--- config.mk ---
export PLATFORM = sky130hd
export DESIGN_NAME = m61ph_mulmod
export DESIGN_NICKNAME = d
export VERILOG_FILES = /design/src/rtl/m61ph_pkg.sv /design/src/rtl/m61ph_mulmod.sv
export SDC_FILE = /design/constraint.sdc
export NUM_CORES = 2
export LEC_CHECK = 0
export ABC_AREA = 1
export BUFFER_PORTS_ARGS = -buffer_cell sky130_fd_sc_hd__buf_2
export CAP_MARGIN = 0
export CORE_AREA = 4 4 375 377
export CTS_CLUSTER_DIAMETER = 40
export DETAILED_ROUTE_END_ITERATION = 10
export DIE_AREA = 0 0 379 381
export PLACE_DENSITY = 0.66
export SYNTH_ARGS = -nofsm -noshare
export SYNTH_HDL_FRONTEND = slang
export SYNTH_SLANG_ARGS = --single-unit
--- constraint.sdc ---
create_clock -name clk -period 7.89 [get_ports clk]
set_input_delay 0.3945 -clock clk [delete_from_list [all_inputs] [get_ports clk]]
set_output_delay 0.3945 -clock clk [all_outputs]
set_load 0.01 [all_outputs]
--- src/rtl/m61ph_pkg.sv ---
// Shared types and constants for the Mersenne-61 prefix hash table.
// Holds the transaction structs, action and status codes and the links
// between the sequencer, the multiply unit and the table stores.
package m61ph_pkg;

	localparam int MAX_LEN = 1024;
	localparam int LEN_W   = 11;
	localparam int HASH_W  = 61;
	localparam int HALF_W  = 31;
	localparam int PROD_W  = 2 * HALF_W;
	localparam int CFG_W   = 64;
	localparam int PADDR_W = 4;
	localparam int REG_SEL_BIT = 3;

	localparam logic [HASH_W-1:0] HMOD = {HASH_W{1'b1}};
	localparam logic [HASH_W-1:0] BASE_RESET = HASH_W'(2);
	localparam logic REG_HASH_BASE = 1'b0;

	typedef enum logic [1:0] {
		ACT_APPEND  = 2'd0,
		ACT_SUBSTR  = 2'd1,
		ACT_CONCAT  = 2'd2,
		ACT_RESTART = 2'd3
	} action_t;

	typedef enum logic [1:0] {
		STAT_OK   = 2'd0,
		STAT_BAD  = 2'd1,
		STAT_FULL = 2'd2
	} status_t;

	typedef struct packed {
		action_t            action;
		logic [7:0]         char_byte;
		logic [LEN_W-1:0]   left;
		logic [LEN_W-1:0]   right;
		logic [HASH_W-1:0]  hash_a;
		logic [HASH_W-1:0]  hash_b;
		logic [LEN_W-1:0]   length_b;
	} item_t;

	typedef struct packed {
		logic [HASH_W-1:0]  hash_value;
		status_t            status;
		logic [LEN_W-1:0]   string_length;
	} result_t;

	typedef struct packed {
		logic               start;
		logic [HASH_W-1:0]  a;
		logic [HASH_W-1:0]  b;
		logic [HASH_W-1:0]  addend;
	} mul_req_t;

	typedef struct packed {
		logic               done;
		logic [HASH_W-1:0]  result;
	} mul_rsp_t;

	typedef struct packed {
		logic               wh_en;
		logic               wp_en;
		logic [LEN_W-1:0]   waddr;
		logic [HASH_W-1:0]  wdata;
		logic [LEN_W-1:0]   ra;
		logic [LEN_W-1:0]   rb;
		logic [LEN_W-1:0]   rp;
	} store_req_t;

	typedef struct packed {
		logic [HASH_W-1:0]  h_a;
		logic [HASH_W-1:0]  h_b;
		logic [HASH_W-1:0]  p;
	} store_rd_t;

endpackage

--- src/rtl/m61ph_mulmod.sv ---
// Iterative multiply-accumulate modulo 2^61-1: addend + a*b.
// Uses one 31x31 multiplier over four partial products; depends on m61ph_pkg.
module m61ph_mulmod (
	input  logic                clk,
	input  logic                arst_n,
	input  m61ph_pkg::mul_req_t req,
	output m61ph_pkg::mul_rsp_t rsp
);
	import m61ph_pkg::*;

	typedef enum logic [1:0] {
		ROT_0  = 2'd0,
		ROT_31 = 2'd1,
		ROT_1  = 2'd2
	} rot_t;

	logic [HASH_W-1:0] a_q, b_q, acc_q, term_q;
	logic [PROD_W-1:0] prod_q;
	rot_t              rot_q;
	logic [2:0]        step_q;
	logic              busy_q, done_q;

	logic [HALF_W-1:0] op_a, op_b;
	rot_t              rot_sel;
	logic [PROD_W-1:0] fold_sum, acc_sum;
	logic [HASH_W-1:0] folded, rotated, acc_next;

	always_comb begin
		case (step_q[1:0])
			2'd0: begin
				op_a = a_q[HALF_W-1:0];
				op_b = b_q[HALF_W-1:0];
				rot_sel = ROT_0;
			end
			2'd1: begin
				op_a = a_q[HALF_W-1:0];
				op_b = {1'b0, b_q[HASH_W-1:HALF_W]};
				rot_sel = ROT_31;
			end
			2'd2: begin
				op_a = {1'b0, a_q[HASH_W-1:HALF_W]};
				op_b = b_q[HALF_W-1:0];
				rot_sel = ROT_31;
			end
			default: begin
				op_a = {1'b0, a_q[HASH_W-1:HALF_W]};
				op_b = {1'b0, b_q[HASH_W-1:HALF_W]};
				rot_sel = ROT_1;
			end
		endcase
	end

	always_comb begin
		fold_sum = {1'b0, prod_q[HASH_W-1:0]} + {{(PROD_W-1){1'b0}}, prod_q[PROD_W-1]};
		if (fold_sum >= {1'b0, HMOD}) begin
			folded = HASH_W'(fold_sum - {1'b0, HMOD});
		end else begin
			folded = fold_sum[HASH_W-1:0];
		end
		case (rot_q)
			ROT_31:  rotated = {folded[29:0], folded[60:30]};
			ROT_1:   rotated = {folded[59:0], folded[60]};
			default: rotated = folded;
		endcase
		acc_sum = {1'b0, acc_q} + {1'b0, term_q};
		if (acc_sum >= {1'b0, HMOD}) begin
			acc_next = HASH_W'(acc_sum - {1'b0, HMOD});
		end else begin
			acc_next = acc_sum[HASH_W-1:0];
		end
	end

	always_ff @(posedge clk or negedge arst_n) begin
		if (!arst_n) begin
			busy_q <= 1'b0;
			done_q <= 1'b0;
			step_q <= '0;
		end else begin
			done_q <= 1'b0;
			if (req.start) begin
				busy_q <= 1'b1;
				step_q <= '0;
			end else if (busy_q) begin
				step_q <= step_q + 3'd1;
				if (step_q == 3'd5) begin
					busy_q <= 1'b0;
					done_q <= 1'b1;
				end
			end
		end
	end

	always_ff @(posedge clk) begin
		if (req.start) begin
			a_q   <= req.a;
			b_q   <= req.b;
			acc_q <= req.addend;
		end else if (busy_q) begin
			if (step_q <= 3'd3) begin
				prod_q <= op_a * op_b;
				rot_q  <= rot_sel;
			end
			if (step_q >= 3'd1 && step_q <= 3'd4) begin
				term_q <= rotated;
			end
			if (step_q >= 3'd2) begin
				acc_q <= acc_next;
			end
		end
	end

	assign rsp.done   = done_q;
	assign rsp.result = acc_q;

endmodule

==> results.md <==
Status:
- The flow ran to the end, but the final reports show violations.
- The final reports fail on setup timing.

STA:
- The worst max-slew margin expressed relative to the limit is 31.7%.
- The number of hold-slack violations in the final timing report was 0.
- The slack of the critical path is -0.386 ns.
- The maximum frequency from static timing analysis is 121 MHz.
- The number of pins with negative max-slew slack in the final report is 0.
- Setup repair after global routing could not meet its margin everywhere.
- At the pin with the least slew margin, the transition time is 1.02 ns.
- The smallest clock period supported by the final layout is computed as 8.28 ns.
- Setup violations remaining at the end of the flow were counted as 24.
- The clock tree skew after final layout is 0.0395 ns.
- The final clock period utilization by the worst path is 105%.

Critical path:
- The worst setup path is captured at a flop.
- STA classifies the critical path startpoint as a flop.
- The library cell contributing the largest single delay on the critical path is fa_1.
- The delay contributed by the slowest stage of the critical path is 0.59 ns.
- The most frequent cell on the critical path is fa_1.
- At the worst endpoint, the required time is 8.29 ns.
- The worst path arrival time is 8.68 ns.
- In this run the worst path has a maximum fanout of 6.
- The critical path in this run is classified as flop to flop.

Clocking:
- The clock tree buffer depth is 3.
- The number of buffers created by CTS is 52.
- The CTS root buffer is clkbuf_16.
- Clock-pin slew was measured on the worst setup and hold paths at 0.06 ns.
- The later pin in the worst-skew pair is clocked with a latency of 0.66 ns.
- The clock tree synthesis step divided the H-tree into 2 levels.
- The clock tree from TritonCTS is built.
- The clock sink count is 313.

Floorplanning:
- The starting density of the core is 39.8%.
- The horizontal extent of the die is 379 um.
- The floorplan step defined a core boundary enclosing 137000 um^2.
- The chip height is 381 um.
- The top-level port count is 248.
- The number of core rows is 136.
- The die area is 144000 um^2.

Synth:
- The cell type with the largest total area after synthesis is fa_1.
- After synthesis, the largest area contributor takes up 30.8% of total cell area.
- The mean area per synthesized cell is 7.46 um^2.
- The number of synthesized register bits is 313.
- Synthesis produced a netlist with a net count of 8656.
- The yosys synthesis warning count is 0.
- By area the synthesized netlist is led by fa_1 (31%), edfxtp_1 (17%), nand2_1 (14%).
- The number of synthesized flops with an enable pin is 308.
- For this run, the leading register cell type out of synthesis is edfxtp_1.
- Among all cell types in the netlist, the one instantiated most often is nand2_1.
- By count the netlist is led by nand2_1 (1995), inv_1 (1554), nor2_1 (928), fa_1 (838), nand3_1 (439).
- In the synthesized netlist the async set-or-reset flop fraction comes to 1.60%.
- Synthesis instantiated 50 different standard cells from the library.
- The cell area after synthesis is 54500 um^2.
- Synthesis produced 7305 cells.
- Summing the sequential cell areas from Yosys gives 17.2% of the chip area.

Final layout:
- The fraction of final layout cells with drive strength greater than 1 is 19.1%.
- The final core area utilization is 50.6%.
- For this run, the number of standard cells in the final layout without fillers is 10100.
- From synthesis to final layout, the design area changed by 27.3%.
- In the final design database the tool counted 9601 nets.
- The fill cell instance count of the final layout is 13200.

Drt:
- For this run, design rule violations remaining after detail routing come to 0.
- The detailed router put a total of 81.0 mm of wire on met1.
- In the final routed layout, each cell accounts on average for 21.8 um.
- After detailed routing, the number of vias per cell comes to 5.06.
- For this block, the initial DRC count from the detailed router was 3780.
- The met2 wire length is 108 mm.
- The overall routed net length is 220 mm.
- The top routing layer in use is met5.
- For this run, the detailed router's first-pass iteration total came to 6.
- The met3 layer wire length in the routed design is 13.8 mm.
- Summing over every cut layer, the via total after detailed routing is 51100.
- The number of nets still failing antenna checks after routing is 0.

Hold path:
- The path class of the tightest hold or removal check is primary input to flop.

Global routing:
- The global-route wire length before repair is 327 mm.
- The global-route congestion overflow total is 0.
- The number of global-route vias before repair came to 54000.
- The total routing usage reported by global routing is 30.3%.
- Entering global routing, the biggest net connects 88 pins.
- The initial antenna violation count is 3.

Placed design:
- The worst-case setup slack after placement is -1.20 ns.
- The count of input and output buffers is 247.
- Routability-driven placement finished with a final weighted congestion of 1.01.
- The HPWL after detailed placement is 184 mm.
- The total placed cells including tap cells is 9704.

Flow run:
- Max-cap violations in this run came to 0.
-- timing repair --
action                                  4_1_cts  5_1_grt
resized for setup                           401      279
pin swaps                                   133      117
gates cloned                                  6        1
buffers inserted                             70       42
hold buffers                                173        0
endpoints found under the setup margin       39       45
hold endpoints to repair                    177        0
-- cells in the final DEF, fill, tap and decap left out, types with 15 or more instances in the layout --
cell type,n
nor3_1,40
o21ai_0,46
xnor2_1,54
ha_1,285
buf_6,68
nand3_1,436
nand2_2,37
a21oi_4,15
xor2_1,82
buf_4,552
nor2_1,789
nand2_4,16
fa_2,33
dlygate4sd3_1,173
o21ai_2,40
o21ai_1,21
nor2_2,108
buf_2,247
ha_4,39
fa_1,805
nand4_1,70
inv_1,1481
a21oi_2,25
clkbuf_16,52
o21ai_4,20
nand2_1,1955
nor2_4,53
edfxtp_1,308
inv_2,86
a21oi_1,80
buf_12,62
-- layer usage --
layer / vias to the layer above / GRT usage (%)
met1: 24600 / 34.7
met3: 641 / 4.02
li1: 23800 / -
met2: 2030 / 53.7
met5: - / 0
met4: 2 / 18.3
-- sequential cells by signal (all words and copies together) (netlist names) --
name    count
busy_q      1
prod_q     62
acc_q      61
step_q      3
a_q        61
term_q     61
rot_q       2
done_q      1
b_q        61
-- cell type report --
type | instances | area [um^2] | area share [%]
Antenna cell | 3 | 7.51 | 0.0108
Clock buffer | 56 | 1320 | 1.90
Clock inverter | 42 | 483 | 0.696
Inverter | 1591 | 6050 | 8.72
Multi-Input combinational cell | 5171 | 40500 | 58.3
Sequential cell | 313 | 9370 | 13.5
Tap cell | 1794 | 2240 | 3.23
Timing Repair Buffer | 1120 | 9440 | 13.6
Timing Repair inverter | 1 | 8.76 | 0.0126
-- logic make-up after synthesis --
logic type,after synthesis,synth area share [%]
buffers and inverters,1821,12.7
XOR/XNOR,142,2.31
AND/OR/NAND/NOR,3557,26.5
adder cells (fa/ha/maj),1165,38.3
flip-flops,313,17.2
AO/OA/AOI/OAI,307,3.06
-- critical path, delay by kind of cell (launching register included) --
family | cells | cell delay (ns)
fa+ha+maj | 10 | 4.52
simple gates | 9 | 1.09
flops | 1 | 0.41
buf+inv | 14 | 1.45
xor+xnor | 1 | 0.11
compound gates | 3 | 0.43
-- final timing paths --
check | start | to | slack [ns] | cells past startpoint
min in group asynchronous | arst_n | done_q$_DFF_PN0_ | 0.15 | 2
min | req[5] | acc_q[5]$_DFFE_PP_ | 0.04 | 3
min reg2reg | step_q[2]$_DFFE_PN0P_ | busy_q$_DFF_PN0_ | 0.53 | 1
max | step_q[0]$_DFFE_PN0P_ | prod_q[51]$_DFFE_PP_ | -0.39 | 37
max in group asynchronous | arst_n | step_q[2]$_DFFE_PN0P_ | 7.49 | 2
max reg2reg | step_q[0]$_DFFE_PN0P_ | prod_q[51]$_DFFE_PP_ | -0.39 | 37
-- metrics by stage --
stage	setup TNS, ns	area, um^2	hold WS [ns]
after floorplan	0	54700	0.0989
after global placement	-24.30	62300	0.291
after detailed placement	-26.61	62300	0.290
after CTS	-5.78	68100	0.00594
after global routing	-12.30	69400	0.0427
final	-4.74	69400	0.0398
Power is not shown: default switching activity piles up to over one toggle a cycle in this logic, so the estimate is an artifact.
